--- config.mk ---
export PLATFORM = sky130hd
export DESIGN_NAME = length_unit_to_percent_parser_flat
export DESIGN_NICKNAME = d
export VERILOG_FILES = /design/src/rtl/lutp_pkg.sv /design/src/rtl/lutp_if.sv /design/src/rtl/length_unit_to_percent_parser.sv /design/src/rtl/lutp_datapath.sv /design/src/rtl/lutp_ctrl.sv /design/src/flat_wrapper.sv
export SDC_FILE = /design/constraint.sdc
export NUM_CORES = 1
export LEC_CHECK = 0
export BUFFER_PORTS_ARGS = -buffer_cell sky130_fd_sc_hd__buf_2
export CORE_ASPECT_RATIO = 0.9
export CORE_MARGIN = 2
export CORE_UTILIZATION = 25
export DETAILED_ROUTE_END_ITERATION = 7
export MAX_ROUTING_LAYER = met4
export PLACE_DENSITY = 0.46
export SYNTH_ARGS = -nofsm -noshare
export SYNTH_HDL_FRONTEND = slang
export SYNTH_SLANG_ARGS = --single-unit
export TNS_END_PERCENT = 100
--- constraint.sdc ---
create_clock -name clk -period 10.9 [get_ports clk]
set_clock_uncertainty 0.1 [all_clocks]
set_input_delay 1.635 -clock clk [delete_from_list [all_inputs] [get_ports clk]]
set_output_delay 1.635 -clock clk [all_outputs]
set_load 0.01 [all_outputs]
--- src/rtl/lutp_pkg.sv ---
// ----------------------------------------------------------------------------
// lutp_pkg
// Shared types and constants of the length unit to percent parser: character
// codes, token phase and unit codes, controller states and the command and
// status structs between controller and datapath.
// ----------------------------------------------------------------------------
package lutp_pkg;

	// Default configuration
	localparam int DEF_MAX_FRAC_DIGITS = 3;
	localparam int DEF_WHOLE_BITS      = 16;

	// Result field width and saturation value
	localparam int                  PCT_BITS = 23;
	localparam logic [PCT_BITS-1:0] PCT_MAX  = '1;

	// Unit storage
	localparam int UNIT_CHARS = 3;
	localparam int ULEN_BITS  = 3;

	// Scaling constants
	localparam int EM_SCALE       = 100;
	localparam int EM_SCALE_BITS  = 7;
	localparam int PX_SHIFT       = 4;
	localparam int PT_DIVISOR     = 12;
	localparam int DIV_RADIX_BITS = 8;
	localparam int RECIP10        = 205;
	localparam int RECIP10_SH     = 11;
	localparam int RECIP100       = 5243;
	localparam int RECIP100_SH    = 19;
	localparam int FTERM_BITS     = 7;

	// Character codes
	localparam logic [7:0] CH_PLUS  = 8'h2B;
	localparam logic [7:0] CH_MINUS = 8'h2D;
	localparam logic [7:0] CH_DOT   = 8'h2E;
	localparam logic [7:0] CH_0     = 8'h30;
	localparam logic [7:0] CH_9     = 8'h39;
	localparam logic [7:0] CH_PCT   = 8'h25;
	localparam logic [7:0] CH_E     = 8'h65;
	localparam logic [7:0] CH_M     = 8'h6D;
	localparam logic [7:0] CH_R     = 8'h72;
	localparam logic [7:0] CH_P     = 8'h70;
	localparam logic [7:0] CH_X     = 8'h78;
	localparam logic [7:0] CH_T     = 8'h74;

	// Token phase
	typedef enum logic [3:0] {
		PH_SIGN  = 4'b0001,
		PH_WHOLE = 4'b0010,
		PH_FRAC  = 4'b0100,
		PH_UNIT  = 4'b1000
	} phase_t;

	// Recognized unit
	typedef enum logic [2:0] {
		U_BAD,
		U_BARE,
		U_EM,
		U_REM,
		U_PCT,
		U_PX,
		U_PT
	} unit_t;

	// Controller states
	typedef enum logic [4:0] {
		ST_TAKE  = 5'b00001,
		ST_SCALE = 5'b00010,
		ST_SUM   = 5'b00100,
		ST_DIV   = 5'b01000,
		ST_DONE  = 5'b10000
	} state_t;

	typedef struct packed {
		logic take;
		logic scale;
		logic sum;
		logic div_step;
		logic out_load;
	} cmd_t;

	typedef struct packed {
		logic need_div;
	} sts_t;

endpackage

--- src/rtl/lutp_if.sv ---
// ----------------------------------------------------------------------------
// lutp_if
// Valid/ready channels of the parser: token characters in, results out.
// ----------------------------------------------------------------------------
interface lutp_tok_if import lutp_pkg::*; ();
	logic       valid;
	logic       ready;
	logic [7:0] ch;
	logic       last;

	modport source (output valid, output ch, output last, input ready);
	modport sink   (input valid, input ch, input last, output ready);
endinterface

interface lutp_res_if import lutp_pkg::*; ();
	logic                valid;
	logic                ready;
	logic [PCT_BITS-1:0] pct_value;
	logic                usable;
	logic                root_relative;

	modport source (output valid, output pct_value, output usable, output root_relative,
		input ready);
	modport sink   (input valid, input pct_value, input usable, input root_relative,
		output ready);
endinterface

--- src/rtl/length_unit_to_percent_parser.sv ---
// ----------------------------------------------------------------------------
// length_unit_to_percent_parser
// Parses a length token, one character per transaction, into percent of an em.
// ----------------------------------------------------------------------------
// Each character of a token is taken as soon as it is offered while the block
// is in its intake state. After the character marked last, the block runs its
// finish steps (capture and scaling, em sum, result load) before it takes the
// next character, and for a pt token it also steps the divide-by-12 unit,
// which retires eight quotient bits per cycle, between em sum and result load.
// The result load waits until the previous result has been taken. The result
// register is separate from the intake, so the next token's characters are
// taken while a result still waits to be taken.
module length_unit_to_percent_parser import lutp_pkg::*; #(
	parameter int MAX_FRAC_DIGITS = DEF_MAX_FRAC_DIGITS,
	parameter int WHOLE_BITS      = DEF_WHOLE_BITS
) (
	input logic        clk,
	input logic        arst_n,
	lutp_tok_if.sink   tok,
	lutp_res_if.source res
);

	localparam int EM_BITS    = WHOLE_BITS + EM_SCALE_BITS;
	localparam int DIV_CYCLES = (EM_BITS + DIV_RADIX_BITS - 1) / DIV_RADIX_BITS;

	cmd_t cmd;
	sts_t sts;

	// Sequence intake and finish steps
	lutp_ctrl #(
		.DIV_CYCLES (DIV_CYCLES)
	) u_ctrl (
		.clk       (clk),
		.arst_n    (arst_n),
		.tok_valid (tok.valid),
		.tok_last  (tok.last),
		.tok_ready (tok.ready),
		.res_valid (res.valid),
		.res_ready (res.ready),
		.cmd       (cmd),
		.sts       (sts)
	);

	// Token registers, scaling and result
	lutp_datapath #(
		.MAX_FRAC_DIGITS (MAX_FRAC_DIGITS),
		.WHOLE_BITS      (WHOLE_BITS),
		.DIV_CYCLES      (DIV_CYCLES)
	) u_datapath (
		.clk           (clk),
		.arst_n        (arst_n),
		.cmd           (cmd),
		.sts           (sts),
		.ch            (tok.ch),
		.pct_value     (res.pct_value),
		.usable        (res.usable),
		.root_relative (res.root_relative)
	);

endmodule

--- src/rtl/lutp_datapath.sv ---
// ----------------------------------------------------------------------------
// lutp_datapath
// Character intake registers, unit recognition, em scaling, radix-256
// divide-by-12 and the result register.
// ----------------------------------------------------------------------------
module lutp_datapath import lutp_pkg::*; #(
	parameter int MAX_FRAC_DIGITS = DEF_MAX_FRAC_DIGITS,
	parameter int WHOLE_BITS      = DEF_WHOLE_BITS,
	parameter int DIV_CYCLES      = 3
) (
	input  logic                clk,
	input  logic                arst_n,
	input  cmd_t                cmd,
	output sts_t                sts,
	input  logic [7:0]          ch,
	output logic [PCT_BITS-1:0] pct_value,
	output logic                usable,
	output logic                root_relative
);

	localparam int FRAC_BITS = $clog2(10 ** MAX_FRAC_DIGITS);
	localparam int FD_BITS   = $clog2(MAX_FRAC_DIGITS + 1);
	localparam int WX_BITS   = WHOLE_BITS + 4;
	localparam int FX_BITS   = FRAC_BITS + 4;
	localparam int EM_BITS   = WHOLE_BITS + EM_SCALE_BITS;
	localparam int DW        = DIV_CYCLES * DIV_RADIX_BITS;
	localparam int CMP_BITS  = (EM_BITS > PCT_BITS) ? EM_BITS : PCT_BITS;
	localparam logic [WHOLE_BITS-1:0] WHOLE_MAX = '1;

	// Intake state
	phase_t                 phase_q, ph_nx;
	logic                   neg_q, neg_nx;
	logic                   seen_q, seen_nx;
	logic [WHOLE_BITS-1:0]  whole_q, whole_nx;
	logic [FRAC_BITS-1:0]   frac_q, frac_nx;
	logic [FD_BITS-1:0]     fd_q, fd_nx;
	logic [7:0]             unit_q [UNIT_CHARS];
	logic [7:0]             unit_nx [UNIT_CHARS];
	logic [ULEN_BITS-1:0]   ulen_q, ulen_nx;
	logic                   is_digit, add_unit;
	logic [WX_BITS-1:0]     w10;
	logic [FX_BITS-1:0]     f10;

	// Finish pipeline
	logic [EM_BITS-1:0]     whole100_s1;
	logic [FTERM_BITS-1:0]  fterm_s1, fterm;
	unit_t                  code_s1, code;
	logic                   neg_s1;
	logic [WHOLE_BITS-1:0]  whole_s1;
	logic [EM_BITS-1:0]     em100_s2;
	logic [DW-1:0]          div_q, div_nx;
	logic [3:0]             rem_q, rem_nx;
	logic [4:0]             r5;
	logic [CMP_BITS-1:0]    pct_sel;
	logic [2:0]             fd3;

	// Next intake state for the offered character
	always_comb begin
		ph_nx    = phase_q;
		neg_nx   = neg_q;
		seen_nx  = seen_q;
		whole_nx = whole_q;
		frac_nx  = frac_q;
		fd_nx    = fd_q;
		ulen_nx  = ulen_q;
		add_unit = 1'b0;
		for (int i = 0; i < UNIT_CHARS; i++) begin
			unit_nx[i] = unit_q[i];
		end
		is_digit = (ch >= CH_0) && (ch <= CH_9);
		w10 = WX_BITS'(whole_q) * WX_BITS'(10) + WX_BITS'(ch[3:0]);
		f10 = FX_BITS'(frac_q) * FX_BITS'(10) + FX_BITS'(ch[3:0]);
		if (phase_q == PH_SIGN && (ch == CH_MINUS || ch == CH_PLUS)) begin
			ph_nx  = PH_WHOLE;
			neg_nx = (ch == CH_MINUS);
		end else begin
			case (phase_q)
				PH_SIGN, PH_WHOLE: begin
					ph_nx = PH_WHOLE;
					if (is_digit) begin
						whole_nx = (w10 > WX_BITS'(WHOLE_MAX)) ? WHOLE_MAX
							: w10[WHOLE_BITS-1:0];
						seen_nx  = 1'b1;
					end else if (ch == CH_DOT) begin
						ph_nx = PH_FRAC;
					end else begin
						ph_nx    = PH_UNIT;
						add_unit = 1'b1;
					end
				end
				PH_FRAC: begin
					if (is_digit && fd_q < FD_BITS'(MAX_FRAC_DIGITS)) begin
						frac_nx = f10[FRAC_BITS-1:0];
						fd_nx   = fd_q + 1'b1;
						seen_nx = 1'b1;
					end else begin
						ph_nx    = PH_UNIT;
						add_unit = 1'b1;
					end
				end
				default: begin
					add_unit = 1'b1;
				end
			endcase
		end
		if (add_unit) begin
			if (ulen_q < ULEN_BITS'(UNIT_CHARS)) begin
				unit_nx[ulen_q[1:0]] = ch;
			end
			if (ulen_q <= ULEN_BITS'(UNIT_CHARS)) begin
				ulen_nx = ulen_q + 1'b1;
			end
		end
	end

	// Hold the token; clear it once the finish pipeline has captured it
	always_ff @(posedge clk or negedge arst_n) begin
		if (!arst_n) begin
			phase_q <= PH_SIGN;
			neg_q   <= 1'b0;
			seen_q  <= 1'b0;
			whole_q <= '0;
			frac_q  <= '0;
			fd_q    <= '0;
			ulen_q  <= '0;
			for (int i = 0; i < UNIT_CHARS; i++) begin
				unit_q[i] <= '0;
			end
		end else if (cmd.scale) begin
			phase_q <= PH_SIGN;
			neg_q   <= 1'b0;
			seen_q  <= 1'b0;
			whole_q <= '0;
			frac_q  <= '0;
			fd_q    <= '0;
			ulen_q  <= '0;
			for (int i = 0; i < UNIT_CHARS; i++) begin
				unit_q[i] <= '0;
			end
		end else if (cmd.take) begin
			phase_q <= ph_nx;
			neg_q   <= neg_nx;
			seen_q  <= seen_nx;
			whole_q <= whole_nx;
			frac_q  <= frac_nx;
			fd_q    <= fd_nx;
			ulen_q  <= ulen_nx;
			for (int i = 0; i < UNIT_CHARS; i++) begin
				unit_q[i] <= unit_nx[i];
			end
		end
	end

	// Recognize the unit
	always_comb begin
		if (!seen_q) begin
			code = U_BAD;
		end else if (ulen_q == '0 && whole_q == '0 && frac_q == '0) begin
			code = U_BARE;
		end else if (ulen_q == ULEN_BITS'(2) && unit_q[0] == CH_E && unit_q[1] == CH_M) begin
			code = U_EM;
		end else if (ulen_q == ULEN_BITS'(3) && unit_q[0] == CH_R && unit_q[1] == CH_E
				&& unit_q[2] == CH_M) begin
			code = U_REM;
		end else if (ulen_q == ULEN_BITS'(1) && unit_q[0] == CH_PCT) begin
			code = U_PCT;
		end else if (ulen_q == ULEN_BITS'(2) && unit_q[0] == CH_P && unit_q[1] == CH_X) begin
			code = U_PX;
		end else if (ulen_q == ULEN_BITS'(2) && unit_q[0] == CH_P && unit_q[1] == CH_T) begin
			code = U_PT;
		end else begin
			code = U_BAD;
		end
	end

	// Fraction in hundredths: scale up or divide by reciprocal multiply
	always_comb begin
		fd3 = 3'(fd_q);
		case (fd3)
			3'd1:    fterm = FTERM_BITS'(frac_q * 10);
			3'd2:    fterm = FTERM_BITS'(frac_q);
			3'd3:    fterm = FTERM_BITS'((32'(frac_q) * RECIP10) >> RECIP10_SH);
			3'd4:    fterm = FTERM_BITS'((32'(frac_q) * RECIP100) >> RECIP100_SH);
			default: fterm = '0;
		endcase
	end

	// Divide by 12, eight quotient bits a cycle
	always_comb begin
		div_nx = div_q;
		rem_nx = rem_q;
		r5     = '0;
		for (int i = 0; i < DIV_RADIX_BITS; i++) begin
			r5     = {rem_nx, div_nx[DW-1]};
			div_nx = {div_nx[DW-2:0], 1'b0};
			if (r5 >= 5'(PT_DIVISOR)) begin
				r5        = r5 - 5'(PT_DIVISOR);
				div_nx[0] = 1'b1;
			end
			rem_nx = r5[3:0];
		end
	end

	// Finish pipeline registers
	always_ff @(posedge clk) begin
		if (cmd.scale) begin
			whole100_s1 <= EM_BITS'(whole_q) * EM_BITS'(EM_SCALE);
			fterm_s1    <= fterm;
			code_s1     <= code;
			neg_s1      <= neg_q;
			whole_s1    <= whole_q;
		end
		if (cmd.sum) begin
			em100_s2 <= whole100_s1 + EM_BITS'(fterm_s1);
			div_q    <= DW'(whole100_s1 + EM_BITS'(fterm_s1));
			rem_q    <= '0;
		end else if (cmd.div_step) begin
			div_q <= div_nx;
			rem_q <= rem_nx;
		end
	end

	assign sts.need_div = (code_s1 == U_PT);

	// Select the value for the unit
	always_comb begin
		case (code_s1)
			U_EM, U_REM: pct_sel = CMP_BITS'(em100_s2);
			U_PCT:       pct_sel = CMP_BITS'(whole_s1);
			U_PX:        pct_sel = CMP_BITS'(em100_s2 >> PX_SHIFT);
			U_PT:        pct_sel = CMP_BITS'(div_q[EM_BITS-1:0]);
			default:     pct_sel = '0;
		endcase
		if (neg_s1) begin
			pct_sel = '0;
		end
	end

	// Result register
	always_ff @(posedge clk) begin
		if (cmd.out_load) begin
			pct_value     <= (pct_sel > CMP_BITS'(PCT_MAX)) ? PCT_MAX
				: pct_sel[PCT_BITS-1:0];
			usable        <= (code_s1 != U_BAD);
			root_relative <= (code_s1 == U_REM);
		end
	end

endmodule

--- src/rtl/lutp_ctrl.sv ---
// ----------------------------------------------------------------------------
// lutp_ctrl
// Controller: takes characters, sequences the finish steps of a token and
// owns the result valid flag.
// ----------------------------------------------------------------------------
module lutp_ctrl import lutp_pkg::*; #(
	parameter int DIV_CYCLES = 3
) (
	input  logic clk,
	input  logic arst_n,
	input  logic tok_valid,
	input  logic tok_last,
	output logic tok_ready,
	output logic res_valid,
	input  logic res_ready,
	output cmd_t cmd,
	input  sts_t sts
);

	localparam int CNT_BITS = (DIV_CYCLES > 1) ? $clog2(DIV_CYCLES) : 1;

	state_t              state_q, state_nx;
	logic [CNT_BITS-1:0] cnt_q;
	logic                out_free;
	logic                res_valid_q;

	assign out_free  = !res_valid_q || res_ready;
	assign tok_ready = (state_q == ST_TAKE);
	assign res_valid = res_valid_q;

	// Next state and commands
	always_comb begin
		state_nx = state_q;
		cmd      = '0;
		case (state_q)
			ST_TAKE: begin
				if (tok_valid) begin
					cmd.take = 1'b1;
					if (tok_last) begin
						state_nx = ST_SCALE;
					end
				end
			end
			ST_SCALE: begin
				cmd.scale = 1'b1;
				state_nx  = ST_SUM;
			end
			ST_SUM: begin
				cmd.sum  = 1'b1;
				state_nx = sts.need_div ? ST_DIV : ST_DONE;
			end
			ST_DIV: begin
				cmd.div_step = 1'b1;
				if (cnt_q == CNT_BITS'(DIV_CYCLES - 1)) begin
					state_nx = ST_DONE;
				end
			end
			ST_DONE: begin
				if (out_free) begin
					cmd.out_load = 1'b1;
					state_nx     = ST_TAKE;
				end
			end
			default: begin
				state_nx = ST_TAKE;
			end
		endcase
	end

	// Advance state, divide counter and result valid
	always_ff @(posedge clk or negedge arst_n) begin
		if (!arst_n) begin
			state_q     <= ST_TAKE;
			cnt_q       <= '0;
			res_valid_q <= 1'b0;
		end else begin
			state_q <= state_nx;
			if (cmd.div_step) begin
				cnt_q <= cnt_q + 1'b1;
			end else begin
				cnt_q <= '0;
			end
			if (cmd.out_load) begin
				res_valid_q <= 1'b1;
			end else if (res_ready) begin
				res_valid_q <= 1'b0;
			end
		end
	end

endmodule

--- src/flat_wrapper.sv ---
// flat-port wrapper written by rule: the top's interface ports become plain ports
module length_unit_to_percent_parser_flat import lutp_pkg::*;
#(
	parameter int MAX_FRAC_DIGITS = DEF_MAX_FRAC_DIGITS,
	parameter int WHOLE_BITS      = DEF_WHOLE_BITS
)
  (clk, arst_n, tok_valid, tok_ch, tok_last, tok_ready, res_valid, res_pct_value, res_usable, res_root_relative, res_ready);
  lutp_tok_if tok_i ();
  lutp_res_if res_i ();
  input logic clk;
  input logic arst_n;
  input wire logic [$bits(tok_i.valid)-1:0] tok_valid;
  input wire logic [$bits(tok_i.ch)-1:0] tok_ch;
  input wire logic [$bits(tok_i.last)-1:0] tok_last;
  output wire logic [$bits(tok_i.ready)-1:0] tok_ready;
  output wire logic [$bits(res_i.valid)-1:0] res_valid;
  output wire logic [$bits(res_i.pct_value)-1:0] res_pct_value;
  output wire logic [$bits(res_i.usable)-1:0] res_usable;
  output wire logic [$bits(res_i.root_relative)-1:0] res_root_relative;
  input wire logic [$bits(res_i.ready)-1:0] res_ready;
  assign tok_i.valid = tok_valid;
  assign tok_i.ch = tok_ch;
  assign tok_i.last = tok_last;
  assign tok_ready = tok_i.ready;
  assign res_valid = res_i.valid;
  assign res_pct_value = res_i.pct_value;
  assign res_usable = res_i.usable;
  assign res_root_relative = res_i.root_relative;
  assign res_i.ready = res_ready;
  length_unit_to_percent_parser #(.MAX_FRAC_DIGITS(MAX_FRAC_DIGITS), .WHOLE_BITS(WHOLE_BITS)) u_core (.clk(clk), .arst_n(arst_n), .tok(tok_i), .res(res_i));
endmodule
Yosys cells after proc, flatten, opt, wreduce, memory -nomap -nowiden
Cells that the tools add are included.
W data, S select, Z words.

operators by class
  bitwise logic cells = 2
  order comparisons = 17
  eq/ne operators = 40
  multiplexer cells = 91
  multipliers = 5
  reductions and logical operators = 47
  add/sub/neg operators = 15

operators by type and width
  kind                     number
  $mux W24                 6
  $mux W16                 6
  $pmux W23 S4             1
  $eq A8 B7 Y1 const B     8
  $mux W4                  14
  $mux W10                 5
  $ge A5 B4 Y1 const B     8
  $eq A8 B6 Y1 const B     4
  $sub A4 B4 Y4 const B    8
  $mux W1                  30
  $mux W5                  5
  $pmux W5 S5              1
  $add A23 B7 Y24          1
  $bwmux W24               1
  $add A23 B7 Y23          1
  $gt A23 B23 Y1 const B   1
  $mux W23                 1
  $reduce_bool A2 Y1       11
  $mul A16 B5 Y21 const B  1
  $mux W3                  7
  $pmux W7 S3              1
  $add A20 B4 Y20          1
  $gt A20 B16 Y1 const B   1
  $mul A16 B3 Y19 const B  1
  other kinds (51)         93

word-level totals
  word-level logic and storage cells = 243
  output and inout bits = 27
  register bits = 193
  input bits = 13

Depth between registers and ports, before layout
  word-level depth = 18
  gate-level depth with buffers = 16
  gate-level depth less buffers = 16

Hierarchy
Synthesis repeated with hierarchy kept, for this count alone.

unflattened totals
  cells, all modules = 1387
  area, all modules = 13922.1 sq um

modules (own cells, without submodules)
  module         area an instance (sq um)  cells each  sequential area each (sq um)  instances
  lutp_datapath  13485.4                   1344        5121.2                        1
  lutp_ctrl      436.7                     43          201.4                         1

Worst setup path before layout
OpenSTA, ideal clock, no wires.

  path type = input to register
  start point = input port tok_ch[1]
  end point = register u_core.u_datapath.whole_q[10]
  stages = 11
  path slack = 6641 ps
  required time = 10678 ps
  data arrival time = 4036 ps
  path through = ha_1 -> fa_1 -> a21o_1 -> nand2_1 -> nor3b_1 -> nand3_1 -> or2b_2 -> or4_4 -> a221oi_4 -> buf_8 -> a21oi_2

on the way
  word-level cells in the longest chain between the ends = 8

ends and longest elaborated chain
  what                    line                  RTL
  start: declaration      flat_wrapper.sv:13    input wire logic [$bits(tok_i.ch)-1:0] tok_ch;
  $add A20 B4 Y20         lutp_datapath.sv:71   w10 = WX_BITS'(whole_q) * WX_BITS'(10) + WX_BITS'(ch[3:0]);
  $gt A20 B16 Y1          lutp_datapath.sv:81   whole_nx = (w10 > WX_BITS'(WHOLE_MAX)) ? WHOLE_MAX
  $mux W16                lutp_datapath.sv:81
  $mux W16                lutp_datapath.sv:80   if (is_digit) begin
  $mux W16                lutp_datapath.sv:77   case (phase_q)
  $mux W16                lutp_datapath.sv:73   if (phase_q == PH_SIGN && (ch == CH_MINUS || ch == CH_PLUS)) begin
  $mux W16                lutp_datapath.sv:140  end else if (cmd.take) begin
  $mux W16                lutp_datapath.sv:129  end else if (cmd.scale) begin
  end signal: assignment  lutp_datapath.sv:144  whole_q <= whole_nx;
  end: declaration        lutp_datapath.sv:34   logic [WHOLE_BITS-1:0] whole_q, whole_nx;

Several ways; a longest one is shown, not always the timed one. The select of a mux whose other input is x is not followed.
A chain may end at the register's enable or synchronous reset.

Final worst setup path
  start point = register u_core.u_datapath.frac_q[6]
  end point = register u_core.u_datapath.fterm_s1[6] (data pin)

on the way
  word-level cells in the longest chain between the ends = 2

ends and longest elaborated chain
  what                      line                  RTL
  start: declaration        lutp_datapath.sv:35   logic [FRAC_BITS-1:0] frac_q, frac_nx;
  start signal: assignment  lutp_datapath.sv:145  frac_q <= frac_nx;
  $mul A10 B8 Y18           lutp_datapath.sv:182  3'd3: fterm = FTERM_BITS'((32'(frac_q) * RECIP10) >> RECIP10_SH);
  $pmux W7 S3 (*)           lutp_datapath.sv:179  case (fd3)
  end signal: assignment    lutp_datapath.sv:208  fterm_s1 <= fterm;
  end: declaration          lutp_datapath.sv:46   logic [FTERM_BITS-1:0] fterm_s1, fterm;

Every way passes the cells marked *; elsewhere a longest branch is shown, timed or not.

==> results.md <==
- Via count: 10.13k
- Syn_area_per_cell: about 10 sq um
- H-tree level count: 4
- Via/cell ratio: 4.623
- Final wirelength: between 30000 and 40000 microns
- CTS tree: done
- CTS Sinks: 190
- DRC: 0
- Core area: 55610 sq um
- Yosys cell types: 100
- PwrDens: 159.8 nW/um^2
- Worst hold slack: 0.3257 ns
- Multi-input logic area: between 7000 and 8000 sq um
- Reg clk slew, reported paths: approximately 0.080 ns
- Peak supply drop: about 140 uV
- Worst rel slew slack: about 22%
- Layout net count: approximately 1.6k
- Final ANT Viol Nets: 0
- RSZ-0062 raised after global routing: no
- Top Ports: 40
- Fraction of layout cells with a size suffix above 1: about a tenth
- Crit end category: register
- Fin Setup TNS: 0 ns
- CTS root buffer: clkbuf_16
- Critical path class: reg2reg
- Static Leak: approximately 0.0067 uW
- Outcome: finished, final reports clean
- Initial antenna violation count: 2
- Largest net degree at the start of global routing: 70
- Die area: just under 60000 sq um
- Synth area leaders: edfxtp_1, ha_1, dfrtp_1
- Period utilisation layout: a little over two fifths
- F_max: approximately 210 MHz
- Pwr Total: approximately 2500 uW
- Seq/Total Area, Yosys: 37.87%
- Synth Instances: 1405
- GRT Residual Overflow: 0
- Total track usage: roughly an eighth
- WL/cell: 15.93 microns
- Startpoint Class: register
- First-pass GRT wire length: 57630 microns
- Worst skew pair latency: 0.45 ns
- # fillers: between 5k and 6k
- Critical Path AT: approximately 4.8 ns
- Post-Syn Area: 14050 sq um
- CTS resizes: 0
- DR iter-0 viols: between 600 and 700
- Synth area leader: edfxtp_1
- Least-Margin Pin Slew: approximately 1.2 ns
- Final Wtd Congestion: 0.8125
- TritonCTS Buffers: 17
- Final setup vio count: 0
- Number of global-route vias before repair: between 10k and 15k
- Die Wd: roughly 250 microns
- Die H: approximately 230 microns
- Synthesized flop and latch total: between 150 and 200
- Port Buffers: 39
- Min-Delay Path Class: reg2reg
- Worst-path maximum fanout: 7
- DR pass1 iterations: 6
- CTS Buffer Depth: 2
- HPWL Detailed: between 20000 and 30000 microns
- # rows: 82
- Final Slew Violations: 0
- Async S/R FF share, synth: a little over a third
- Worst EP required: ~11 ns
- Most common cell in the netlist: ha_1
- Area growth from synthesis to layout: 10.63%
- Hold Buf Count CTS: 0
- Sequential Area: approximately 5300 sq um
- Commonest cells in the netlist: ha_1, inv_1, edfxtp_1
- Period minus WS final: 4.705 ns
- Hold Fails Final Rpt: 0
- Post-synth EDFFs: 117
- YS warnings: 0
- Yosys top cell area share: 25.00%
- Syn_nets: about 1.6k
- Post-CTS setup buffer count: 0
- Starting Density: between 20 and 30%
- Synth Flop Type: edfxtp_1
- Max-Cap Viols: 0
-- metal layers --
metal | global-route usage [%] | up-vias | share of wire [%]
met5 | - | - | 0
met2 | 19.58 | 144 | 45
met3 | 1.640 | 21 | 3.1
met1 | 18.35 | 4874 | 51
met4 | 2.794 | 0 | 1.2
li1 | - | 5091 | -
-- final cells by class --
type | instances | share of cell area [%]
repair buffers | 47 | 1.658
multi-input cells | 996 | 50.48
well taps | 756 | 6.084
clock inverters | 13 | 0.6680
inverters | 168 | 4.056
diodes | 2 | 0.03219
clock buffers | 19 | 2.784
flip-flops and latches | 190 | 34.23
-- through the flow --
stage / utilization [%] / setup slack [ns] / cell area [sq um] / instances
final: 27.96 / 6.195 / 15550 / 2191
after CTS: 27.95 / 6.154 / 15540 / 2189
after global routing: 27.96 / 5.846 / 15550 / 2191
after floorplan: - / 6.641 / 14050 / 1405
after global placement: 26.98 / 5.965 / 15010 / 2157
after detailed placement: 26.98 / 5.880 / 15010 / 2157
-- report_power, final --
group / leakage (uW) / internal [uW] / total [uW] / switching (uW)
registers: 0.00205 / 936 / 1070 / 131
logic: 0.00444 / 310 / 822 / 512
clock network: 0.000250 / 297 / 595 / 298
total: 0.00673 / 1540 / 2480 / 942
-- cells by family (layout without fill, tap and decap cells) --
family,count (synthesis),count (layout),share of synthesized area (%)
compound gates,321,321,15.39
buf+inv,219,247,6.294
fa+ha+maj,207,207,20.19
mux,23,23,1.959
other cells,0,2,0
flops,190,190,37.87
xor+xnor,76,76,4.790
simple gates,369,369,13.51
-- worst max-delay path, stage by stage (launching register included) --
cell,delay [ns]
dfrtp_1,0.52
inv_1,0.13
ha_1,0.34
inv_1,0.06
fa_1,0.48
inv_1,0.06
fa_1,0.50
fa_1,0.49
ha_1,0.31
a21oi_1,0.14
nor2b_1,0.07
a211oi_1,0.29
o31a_1,0.28
o21ai_0,0.14
xnor2_1,0.17
a222oi_1,0.29
nor2_1,0.08
-- flip-flops by register name (all words and copies together) (netlist names), 2 cells and up --
name / cells
u_core.u_datapath.whole_q: 16
u_core.u_datapath.ulen_q: 3
u_core.u_datapath.div_q: 24
u_core.u_datapath.whole_s1: 16
u_core.u_datapath.whole100_s1: 18
u_core.u_datapath.rem_q: 4
u_core.u_ctrl.cnt_q: 2
u_core.u_datapath.phase_q: 4
u_core.u_datapath.fterm_s1: 7
u_core.u_datapath.em100_s2: 23
u_core.u_datapath.unit_q: 24
u_core.u_datapath.frac_q: 10
u_core.u_datapath.pct_value: 23
u_core.u_datapath.fd_q: 2
u_core.u_ctrl.state_q: 5
u_core.u_datapath.code_s1: 3
-- final timing paths --
| path | startpoint | endpoint | slack [ns] | cells past startpoint |
|---|---|---|---|---|
| max | u_core.u_datapath.frac_q[6]$_DFFE_PN0P_ | u_core.u_datapath.fterm_s1[6]$_SDFFCE_PN0P_ | 6.20 | 16 |
| min | u_core.u_ctrl.cnt_q[0]$_DFF_PN0_ | u_core.u_ctrl.cnt_q[0]$_DFF_PN0_ | 0.33 | 1 |
| max reg2reg | u_core.u_datapath.frac_q[6]$_DFFE_PN0P_ | u_core.u_datapath.fterm_s1[6]$_SDFFCE_PN0P_ | 6.20 | 16 |
| min reg2reg | u_core.u_ctrl.cnt_q[0]$_DFF_PN0_ | u_core.u_ctrl.cnt_q[0]$_DFF_PN0_ | 0.33 | 1 |
| max in group asynchronous | arst_n | u_core.u_datapath.whole_q[11]$_DFFE_PN0P_ | 8.84 | 1 |
| min in group asynchronous | arst_n | u_core.u_datapath.unit_q[21]$_DFFE_PN0P_ | 1.21 | 1 |
-- cell usage in the layout (no fill, tap or decap), types with 5 or more instances in the layout --
| cell | n |
|---|---|
| ha_1 | 174 |
| inv_1 | 167 |
| edfxtp_1 | 117 |
| nand2_1 | 104 |
| a21oi_1 | 79 |
| nor2_1 | 73 |
| dfrtp_1 | 67 |
| o21ai_0 | 66 |
| xnor2_1 | 52 |
| nand3_1 | 43 |
| a22oi_1 | 40 |
| buf_2 | 38 |
| fa_1 | 33 |
| nor3_1 | 23 |
| xor2_1 | 23 |
| clkbuf_16 | 17 |
| mux2_2 | 16 |
| nor4_1 | 16 |
| a21o_1 | 15 |
| nor2b_1 | 14 |
| and3_1 | 12 |
| o31ai_1 | 12 |
| a31oi_1 | 11 |
| a21oi_2 | 10 |
| or3_1 | 9 |
| nand4_1 | 9 |
| nand2b_1 | 9 |
| a211oi_1 | 9 |
| buf_4 | 9 |
| nand3b_1 | 7 |
| o21bai_1 | 7 |
| nor3b_1 | 7 |
| o211ai_1 | 7 |
| a222oi_1 | 6 |
| inv_6 | 6 |
| or2_2 | 5 |
| and2_1 | 5 |
| mux2i_1 | 5 |
(Power assumes the default switching activity.)
